<file path="src/sv/assert_macros.svh">
// assertion macros used by swel_ctrl
`ifndef ASSERT_MACROS_SVH
`define ASSERT_MACROS_SVH

`ifndef NO_ASSERTIONS

// same-cycle implication
`define SWEL_ASSERT_IMP(lbl, clk, rst, pre, post) \
  lbl: assert property (@(posedge clk) disable iff (rst) (pre) |-> (post)) \
    else $error("assertion failed");

// next-cycle implication
`define SWEL_ASSERT_NXT(lbl, clk, rst, pre, post) \
  lbl: assert property (@(posedge clk) disable iff (rst) (pre) |=> (post)) \
    else $error("assertion failed");

`else

`define SWEL_ASSERT_IMP(lbl, clk, rst, pre, post)
`define SWEL_ASSERT_NXT(lbl, clk, rst, pre, post)

`endif

`endif

</file>
<file path="src/sv/swel_pkg.sv">
// types, constants and helpers of the sliding window event limiter
package swel_pkg;

  localparam int MAX_HISTORY = 64;
  localparam int HIST_W      = (MAX_HISTORY > 1) ? $clog2(MAX_HISTORY) : 1;
  localparam int CNT_W       = $clog2(MAX_HISTORY + 1);
  localparam int TIME_W      = 32;
  localparam int WINDOW_W    = 32;
  localparam int LIMIT_W     = 7;
  localparam int DROP_W      = 32;
  localparam int BK_W        = (CNT_W > LIMIT_W) ? CNT_W : LIMIT_W;

  localparam logic [WINDOW_W-1:0] WINDOW_RESET = WINDOW_W'(1);
  localparam logic [LIMIT_W-1:0]  LIMIT_RESET  = LIMIT_W'(65);
  localparam logic [DROP_W-1:0]   DROP_MAX     = '1;

  typedef enum logic [0:0] {
    CFG_WINDOW = 1'b0,
    CFG_LIMIT  = 1'b1
  } cfg_idx_t;

  typedef logic [HIST_W-1:0] slot_t;
  typedef logic [CNT_W-1:0]  count_t;
  typedef logic [TIME_W-1:0] time_t;

  typedef struct packed {
    logic  wr_en;
    slot_t wr_addr;
    time_t wr_data;
    logic  rd_en;
    slot_t rd_addr;
  } ring_req_t;

  function automatic slot_t slot_inc(slot_t s);
    if (s == slot_t'(MAX_HISTORY - 1)) begin
      return '0;
    end
    return s + slot_t'(1);
  endfunction

  // slot that lies back entries behind s on the ring, back in 0..MAX_HISTORY
  function automatic slot_t slot_back(slot_t s, count_t back);
    logic [CNT_W:0] s_ext;
    logic [CNT_W:0] b_ext;
    s_ext = (CNT_W + 1)'(s);
    b_ext = (CNT_W + 1)'(back);
    if (s_ext >= b_ext) begin
      return slot_t'(s_ext - b_ext);
    end
    return slot_t'(s_ext + (CNT_W + 1)'(MAX_HISTORY) - b_ext);
  endfunction

endpackage

</file>
<file path="src/sv/swel_evt_if.sv">
// event input channel
interface swel_evt_if;
  import swel_pkg::*;

  logic  valid;
  logic  ready;
  time_t event_time;
  logic  last;

  modport source (output valid, output event_time, output last, input ready);
  modport sink   (input valid, input event_time, input last, output ready);
endinterface

</file>
<file path="src/sv/swel_res_if.sv">
// result output channel
interface swel_res_if;
  import swel_pkg::*;

  logic              valid;
  logic              ready;
  logic              kept;
  logic [DROP_W-1:0] dropped_total;
  logic              order_error;
  logic              batch_done;

  modport source (output valid, output kept, output dropped_total,
                  output order_error, output batch_done, input ready);
  modport sink   (input valid, input kept, input dropped_total,
                  input order_error, input batch_done, output ready);
endinterface

</file>
<file path="src/sv/swel_cfg_if.sv">
// configuration write channel
interface swel_cfg_if;
  import swel_pkg::*;

  logic                valid;
  logic                ready;
  cfg_idx_t            index;
  logic [WINDOW_W-1:0] data;

  modport source (output valid, output index, output data, input ready);
  modport sink   (input valid, input index, input data, output ready);
endinterface

</file>
<file path="src/sv/swel_ring.sv">
// ring memory of kept event times with registered read
module swel_ring (
  input  logic                clk,
  input  swel_pkg::ring_req_t req,
  output swel_pkg::time_t     rd_data
);
  import swel_pkg::*;

  time_t mem [MAX_HISTORY];

  always_ff @(posedge clk) begin
    if (req.wr_en) begin
      mem[req.wr_addr] <= req.wr_data;
    end
  end

  always_ff @(posedge clk) begin
    if (req.rd_en) begin
      rd_data <= mem[req.rd_addr];
    end
  end
endmodule

</file>
<file path="src/sv/swel_ctrl.sv">
// config registers, input stage, keep/drop decision, batch state and result register
`include "assert_macros.svh"

module swel_ctrl (
  input  logic                clk,
  input  logic                rst,
  swel_evt_if.sink            evt,
  swel_res_if.source          res,
  swel_cfg_if.sink            cfg,
  output swel_pkg::ring_req_t ring_req,
  input  swel_pkg::time_t     ring_rd
);
  import swel_pkg::*;

  logic [WINDOW_W-1:0] window_length;
  logic [LIMIT_W-1:0]  event_limit;

  logic  s1_valid;
  time_t s1_time;
  logic  s1_last;

  slot_t             write_slot;
  slot_t             write_slot_next;
  count_t            kept_count;
  time_t             previous_time;
  logic              have_previous;
  logic [DROP_W-1:0] drop_count;
  time_t             last_kept_time;

  logic              o_valid;
  logic              o_kept;
  logic [DROP_W-1:0] o_drop;
  logic              o_err;
  logic              o_done;

  logic              advance;
  logic              accept;
  logic              err;
  logic              drop_all;
  logic [BK_W-1:0]   back_raw;
  count_t            back;
  time_t             older;
  logic              keep_now;
  logic              drop_inc;
  logic [DROP_W-1:0] drop_upd;

  assign advance   = s1_valid && (!o_valid || res.ready);
  assign evt.ready = !s1_valid || advance;
  assign accept    = evt.valid && evt.ready;
  assign cfg.ready = 1'b1;

  // config
  always_ff @(posedge clk) begin
    if (rst) begin
      window_length <= WINDOW_RESET;
      event_limit   <= LIMIT_RESET;
    end else if (cfg.valid) begin
      case (cfg.index)
        CFG_WINDOW: window_length <= cfg.data;
        CFG_LIMIT:  event_limit   <= cfg.data[LIMIT_W-1:0];
        default: ;
      endcase
    end
  end

  // decision
  always_comb begin
    err      = have_previous && (s1_time <= previous_time);
    drop_all = (event_limit <= LIMIT_W'(1));
    back_raw = BK_W'(event_limit) - BK_W'(1);
    back     = (back_raw > BK_W'(MAX_HISTORY)) ? count_t'(MAX_HISTORY) : count_t'(back_raw);
    older    = (back == count_t'(1)) ? last_kept_time : ring_rd;
    keep_now = !err && !drop_all &&
               ((kept_count < back) || ((s1_time - older) >= window_length));
    drop_inc = !err && !keep_now && (drop_count != DROP_MAX);
    drop_upd = drop_inc ? drop_count + DROP_W'(1) : drop_count;
  end

  always_comb begin
    write_slot_next = write_slot;
    if (advance) begin
      if (s1_last) begin
        write_slot_next = '0;
      end else if (keep_now) begin
        write_slot_next = slot_inc(write_slot);
      end
    end
  end

  // ring access: the next beat reads the entry back slots behind its write slot
  always_comb begin
    ring_req.wr_en   = advance && keep_now;
    ring_req.wr_addr = write_slot;
    ring_req.wr_data = s1_time;
    ring_req.rd_en   = accept;
    ring_req.rd_addr = slot_back(write_slot_next, back);
  end

  // input stage
  always_ff @(posedge clk) begin
    if (rst) begin
      s1_valid <= 1'b0;
    end else if (accept) begin
      s1_valid <= 1'b1;
    end else if (advance) begin
      s1_valid <= 1'b0;
    end
  end

  always_ff @(posedge clk) begin
    if (accept) begin
      s1_time <= evt.event_time;
      s1_last <= evt.last;
    end
  end

  // batch state
  always_ff @(posedge clk) begin
    if (rst) begin
      write_slot    <= '0;
      kept_count    <= '0;
      previous_time <= '0;
      have_previous <= 1'b0;
      drop_count    <= '0;
    end else begin
      write_slot <= write_slot_next;
      if (advance) begin
        if (s1_last) begin
          kept_count    <= '0;
          previous_time <= '0;
          have_previous <= 1'b0;
          drop_count    <= '0;
        end else if (!err) begin
          previous_time <= s1_time;
          have_previous <= 1'b1;
          drop_count    <= drop_upd;
          if (keep_now && (kept_count != count_t'(MAX_HISTORY))) begin
            kept_count <= kept_count + count_t'(1);
          end
        end
      end
    end
  end

  always_ff @(posedge clk) begin
    if (advance && keep_now) begin
      last_kept_time <= s1_time;
    end
  end

  // result register
  always_ff @(posedge clk) begin
    if (rst) begin
      o_valid <= 1'b0;
    end else if (advance) begin
      o_valid <= 1'b1;
    end else if (res.ready) begin
      o_valid <= 1'b0;
    end
  end

  always_ff @(posedge clk) begin
    if (advance) begin
      o_kept <= keep_now;
      o_drop <= drop_upd;
      o_err  <= err;
      o_done <= s1_last;
    end
  end

  assign res.valid         = o_valid;
  assign res.kept          = o_kept;
  assign res.dropped_total = o_drop;
  assign res.order_error   = o_err;
  assign res.batch_done    = o_done;

  `SWEL_ASSERT_IMP(a_err_not_kept, clk, rst, o_valid && o_err, !o_kept)
  `SWEL_ASSERT_IMP(a_count_bound, clk, rst, 1'b1, kept_count <= count_t'(MAX_HISTORY))
  `SWEL_ASSERT_NXT(a_last_clears, clk, rst, advance && s1_last,
    write_slot == '0 && kept_count == '0 && drop_count == '0 && !have_previous)
  `SWEL_ASSERT_NXT(a_keep_no_drop, clk, rst, advance && keep_now && !s1_last,
    $stable(drop_count) && last_kept_time == previous_time)
endmodule

</file>
<file path="src/sv/sliding_window_event_limiter.sv">
// top level: one event accepted per cycle unless the result side stalls
// throughput: one event per cycle unless stalled, set by the single ring read per event
// path: accept loads the input stage, which loads the result register once that is free
// a stalled result blocks intake once the input stage also holds a beat
// reset (synchronous, active high) clears the batch state and loads window 1, limit 65
module sliding_window_event_limiter (
  input logic         clk,
  input logic         rst,
  swel_evt_if.sink    evt,
  swel_res_if.source  res,
  swel_cfg_if.sink    cfg
);
  import swel_pkg::*;

  ring_req_t ring_req;
  time_t     ring_rd;

  swel_ctrl u_ctrl (
    .clk      (clk),
    .rst      (rst),
    .evt      (evt),
    .res      (res),
    .cfg      (cfg),
    .ring_req (ring_req),
    .ring_rd  (ring_rd)
  );

  swel_ring u_ring (
    .clk     (clk),
    .req     (ring_req),
    .rd_data (ring_rd)
  );
endmodule

</file>
<file path="src/flat_wrapper.sv">
// flat-port wrapper written by rule: the top's interface ports become plain ports
module sliding_window_event_limiter_flat import swel_pkg::*;
  (clk, rst, evt_valid, evt_event_time, evt_last, evt_ready, res_valid, res_kept, res_dropped_total, res_order_error, res_batch_done, res_ready, cfg_valid, cfg_index, cfg_data, cfg_ready);
  swel_evt_if evt_i ();
  swel_res_if res_i ();
  swel_cfg_if cfg_i ();
  input logic clk;
  input logic rst;
  input wire logic [$bits(evt_i.valid)-1:0] evt_valid;
  input wire logic [$bits(evt_i.event_time)-1:0] evt_event_time;
  input wire logic [$bits(evt_i.last)-1:0] evt_last;
  output wire logic [$bits(evt_i.ready)-1:0] evt_ready;
  output wire logic [$bits(res_i.valid)-1:0] res_valid;
  output wire logic [$bits(res_i.kept)-1:0] res_kept;
  output wire logic [$bits(res_i.dropped_total)-1:0] res_dropped_total;
  output wire logic [$bits(res_i.order_error)-1:0] res_order_error;
  output wire logic [$bits(res_i.batch_done)-1:0] res_batch_done;
  input wire logic [$bits(res_i.ready)-1:0] res_ready;
  input wire logic [$bits(cfg_i.valid)-1:0] cfg_valid;
  input wire logic [$bits(cfg_i.index)-1:0] cfg_index;
  input wire logic [$bits(cfg_i.data)-1:0] cfg_data;
  output wire logic [$bits(cfg_i.ready)-1:0] cfg_ready;
  assign evt_i.valid = evt_valid;
  assign evt_i.event_time = evt_event_time;
  assign evt_i.last = evt_last;
  assign evt_ready = evt_i.ready;
  assign res_valid = res_i.valid;
  assign res_kept = res_i.kept;
  assign res_dropped_total = res_i.dropped_total;
  assign res_order_error = res_i.order_error;
  assign res_batch_done = res_i.batch_done;
  assign res_i.ready = res_ready;
  assign cfg_i.valid = cfg_valid;
  assign cfg_i.index = cfg_index;
  assign cfg_i.data = cfg_data;
  assign cfg_ready = cfg_i.ready;
  sliding_window_event_limiter u_core (.clk(clk), .rst(rst), .evt(evt_i), .res(res_i), .cfg(cfg_i));
endmodule
</file>
<file path="config.mk">
export PLATFORM = sky130hd
export DESIGN_NAME = sliding_window_event_limiter_flat
export DESIGN_NICKNAME = d
export VERILOG_FILES = /design/src/sv/swel_pkg.sv /design/src/sv/swel_evt_if.sv /design/src/sv/swel_res_if.sv /design/src/sv/swel_cfg_if.sv /design/src/sv/swel_ring.sv /design/src/sv/swel_ctrl.sv /design/src/sv/sliding_window_event_limiter.sv /design/src/flat_wrapper.sv
export VERILOG_INCLUDE_DIRS = /design/src /design/src/sv
export SDC_FILE = /design/constraint.sdc
export NUM_CORES = 2
export LEC_CHECK = 0
export ABC_AREA = 0
export BUFFER_PORTS_ARGS = -buffer_cell sky130_fd_sc_hd__buf_2
export CORE_MARGIN = 3
export CORE_UTILIZATION = 60
export CTS_BUF_LIST = sky130_fd_sc_hd__clkbuf_4
export DETAILED_ROUTE_END_ITERATION = 12
export PLACE_DENSITY = 0.74
export SLEW_MARGIN = 20
export SYNTH_ARGS = -nofsm -noshare
export SYNTH_HDL_FRONTEND = slang
export SYNTH_HIERARCHICAL = 1
export SYNTH_SLANG_ARGS = --single-unit
</file>
<file path="constraint.sdc">
create_clock -name clk -period 12.74 [get_ports clk]
set_input_delay 1.274 -clock clk [delete_from_list [all_inputs] [get_ports clk]]
set_output_delay 1.274 -clock clk [all_outputs]
set_load 0.02 [all_outputs]
</file>
==> results.yml <==
critical_path:
  crit_start: "u_core/u_ctrl/event_limit[0]"
  cp.depth: 36
  cp.buffers_inverters: 4
  rr_startpoint: "u_core/u_ctrl/event_limit[0]"
  slowest_delay_ns: 0.78
  regToRegSetupSlack_ns: 0.89
  cpLargestDelayFamily: "compound AO/OA/AOI/OAI gates"
  crit_arrival_ns: 12.82
  cp-end-kind: "flip-flop"
  start_kind: "flip-flop"
  worstPathRequired_ns: 13.71
  crit_top_cell: "ha_1"
  crit_end: "u_core/u_ring/rd_data[27]"
  reg2regPathDepth: 36
  slowest_stage: "nand2_1"
  cp_max_fo: 92
  regToRegEndpoint: "u_core/u_ring/rd_data[27]"
  critical_path_class: "reg -> reg"
synth:
  synth_warnings: 6
  synth_ff_type: "edfxtp_1"
  synthTopCellsByArea: "edfxtp_1 72%, mux4_2 13%, dfxtp_1 2.6%"
  synth_edf_count: 2180
  yosysTopAreaCell: "edfxtp_1"
  netlist_area_sq_um: 91400
  avgSynthCellArea_sq_um: 19.6
  synth_nets: 4858
  seq_area_frac_synth_pct: 74.2
  synthArstFlopShare_pct: 0
  netlist-cell-type-count: 77
  synth_top_area_share_pct: 71.6
  yosys-top-cells-count: "2180 x edfxtp_1, 544 x mux4_2, 233 x nor2_1"
  yosysMostFrequentCell: "edfxtp_1"
  netlist_instances: 4672
  synth-seq-cells: 2299
pwr:
  vdd_drop_max_mv: 0.113
  power.leakage_nw: 33.5
  internal_power_mw: 13.0
  combPwrFrac_pct: 21.2
  clockPowerShare_pct: 32.1
  power_density_nw_per_um2: 179
  swShare_pct: 29.1
  switchingPower_mw: 5.34
  power_frac_seq_pct: 46.6
sta:
  clock.fmax_ghz: 0.0844
  tightest_slew_ns: 1.18
  period_minus_slack_ns: 11.85
  finalCritPeriodShare_pct: 93.0
  fin_ws_ns: 0.890
  slew_headroom_pct: 21.6
  drv_slew: 0
  rsz0062_at_grt: "false"
  fin_skew_ns: 0.0735
  finalSetupViolations: 0
  finalHoldViolations: 0
  setup_tns_ns: 0
placed_design:
  dp_hpwl_um: 145000
  pre_cts_slack_ns: 1.32
  portBuffers: 107
  dpl_cell_area_sq_um: 95500
  gp_congestion: 0.919
clock_tree:
  htree_num_levels: 6
  cts_sinks: 2299
  cts_buffer_depth: 4
  numCtsBuffers: 589
  cts_root_buffer: "clkbuf_4"
  ctsHoldBuffers: 0
  cts_resized: 0
  path_clk_slew_ns: 0.06
  cts_tree: "built"
  post-cts-setup-buffers: 0
  worstSkewPairLatency_ns: 1.32
job:
  cap_violations: 0
drt:
  drc: 0
  wl_um: 248000
  drt_iter0_drc: 7481
  vias: 50900
  avgViaCountPerCell: 6.60
  postRouteAntennaNets: 0
  wire_per_inst_um: 32.2
  firstDrtPassIters: 6
layout:
  design_area_sq_um: 102000
  nets: 5505
  syn_to_final_growth_pct: 12.1
  drive_gt1_share_pct: 31.8
  fillers: 9669
die:
  fp.dieH_um: 396
  design.core.area_sq_um: 150000
  die-area_sq_um: 157000
  io_pins: 109
  die_w_um: 396
  rows: 142
  start_util_pct: 60.7
grt:
  grtUsageTotal_pct: 32.2
  grt_pass1_vias: 50900
  grt_overflow: 0
  antenna_found_initial: 18
  grt_max_degree: 99
  grt_pass1_wl_um: 356000
status:
  outcome: "completed"
worst_hold_path:
  hp-class: "in -> reg"
[worst register-to-register path: cells and delay by family, from the launching register on]
kind / cells / cell delay [ns]
buffers and inverters: 4 / 1.77
DFF: 1 / 0.46
and+or+nand+nor: 14 / 3.49
muxes: 3 / 0.80
adders and majority gates: 5 / 1.57
AOI/OAI and AO/OA: 10 / 3.44
[cells by family (layout without fill, tap and decap cells)]
| family | after synthesis | count (layout) | synth area share (%) |
|---|---|---|---|
| adder cells (fa/ha/maj) | 115 | 115 | 1.59 |
| buffers and inverters | 347 | 1366 | 1.67 |
| AND/OR/NAND/NOR | 667 | 667 | 3.44 |
| other | 1 | 11 | 0.00410 |
| XOR/XNOR | 75 | 75 | 0.727 |
| flip-flops | 2299 | 2299 | 74.2 |
| AO/OA/AOI/OAI | 491 | 491 | 3.47 |
| multiplexers | 677 | 677 | 14.9 |
[sequential cells by signal (all words and copies together), names as in the netlist]
register	cells
u_core/u_ctrl/write_slot	6
u_core/u_ctrl/res.kept	1
u_core/u_ctrl/res.batch_done	1
u_core/u_ctrl/s1_last	1
u_core/u_ring/mem	2048
u_core/u_ctrl/s1_time	32
u_core/u_ctrl/drop_count	32
u_core/u_ctrl/res.valid	1
u_core/u_ctrl/last_kept_time	32
u_core/u_ctrl/kept_count	7
u_core/u_ctrl/window_length	32
u_core/u_ctrl/event_limit	7
u_core/u_ring/rd_data	32
u_core/u_ctrl/have_previous	1
u_core/u_ctrl/res.dropped_total	32
u_core/u_ctrl/s1_valid	1
u_core/u_ctrl/res.order_error	1
u_core/u_ctrl/previous_time	32
[layout make-up]
class,instances,area [sq um],area share [%]
diodes,10,25.0,0.0244
well taps,2016,2520,2.46
clock inverters,127,603,0.589
inverters,103,402,0.392
flip-flops and latches,2299,67800,66.2
repair buffers,300,2200,2.15
clock buffers,836,6280,6.13
multi-input cells,2026,22600,22.0
[layer usage]
layer	up-vias	share of wire, %	GRT usage [%]
met4	4	4.5	14.2
met2	3814	45	46.7
met3	516	15	10.8
li1	20800	-	-
met1	25800	36	45.1
met5	-	0.010	0
[layout by cell type (no fill, tap or decap), types with 14 or more instances in the layout]
| cell type | synthesis | layout |
|---|---|---|
| xor2_1 | 34 | 34 |
| o22ai_1 | 85 | 85 |
| inv_2 | 0 | 17 |
| mux2i_1 | 129 | 129 |
| clkinv_1 | 0 | 91 |
| o221ai_1 | 27 | 27 |
| buf_12 | 0 | 16 |
| ha_1 | 113 | 113 |
| nor2_1 | 233 | 170 |
| nand3_1 | 65 | 65 |
| edfxtp_1 | 2180 | 2180 |
| a21o_1 | 24 | 24 |
| nor2b_1 | 25 | 23 |
| nor2_4 | 0 | 62 |
| nand2_1 | 160 | 160 |
| a21oi_1 | 167 | 167 |
| and3_1 | 28 | 28 |
| a31oi_1 | 20 | 20 |
| dfxtp_1 | 119 | 119 |
| o21ai_0 | 38 | 38 |
| buf_2 | 67 | 107 |
| nand2b_1 | 21 | 20 |
| nand4_1 | 29 | 29 |
| mux4_2 | 544 | 544 |
| a22oi_1 | 48 | 48 |
| buf_4 | 27 | 176 |
| inv_1 | 103 | 101 |
| clkinv_2 | 0 | 14 |
| clkbuf_4 | 0 | 836 |
| nor3_1 | 31 | 28 |
| xnor2_1 | 40 | 36 |
[power by group through the flow]
stage / combinational (mW) / sequential [mW] / clock, mW
after detailed placement: 3.81 / 8.72 / 0
after CTS: 3.83 / 8.56 / 6.02
after global routing: 4.10 / 8.56 / 6.43
after global placement: 3.77 / 8.72 / 0
after floorplan: 2.46 / 8.65 / 0
final: 3.90 / 8.57 / 5.90
[worst min path at each step]
stage / startpoint / end / cells past startpoint
final: evt_event_time[7] / u_core/u_ctrl/s1_time[7] / 1
after global routing: evt_event_time[8] / u_core/u_ctrl/s1_time[8] / 1
after CTS: evt_event_time[7] / u_core/u_ctrl/s1_time[7] / 1
after detailed placement: u_core/u_ctrl/window_length[7] / u_core/u_ctrl/window_length[7] / 2
after global placement: u_core/u_ctrl/window_length[9] / u_core/u_ctrl/window_length[9] / 2
after floorplan: u_core/u_ctrl/window_length[10] / u_core/u_ctrl/window_length[10] / 2
[metrics by stage]
step / util (%) / power, mW / instances / hold WS (ns)
3_3_place_gp: 63.5 / 12.5 / 6743 / 0.443
6_report: 68.1 / 18.4 / 7717 / 0.150
2_1_floorplan: - / 11.1 / 4672 / 0.436
4_1_cts: 68.0 / 18.4 / 7706 / 0.00439
5_1_grt: 68.1 / 19.1 / 7712 / 0.0440
3_5_place_dp: 63.5 / 12.5 / 6743 / 0.446
No activity file was read; power rests on OpenSTA's default activity.
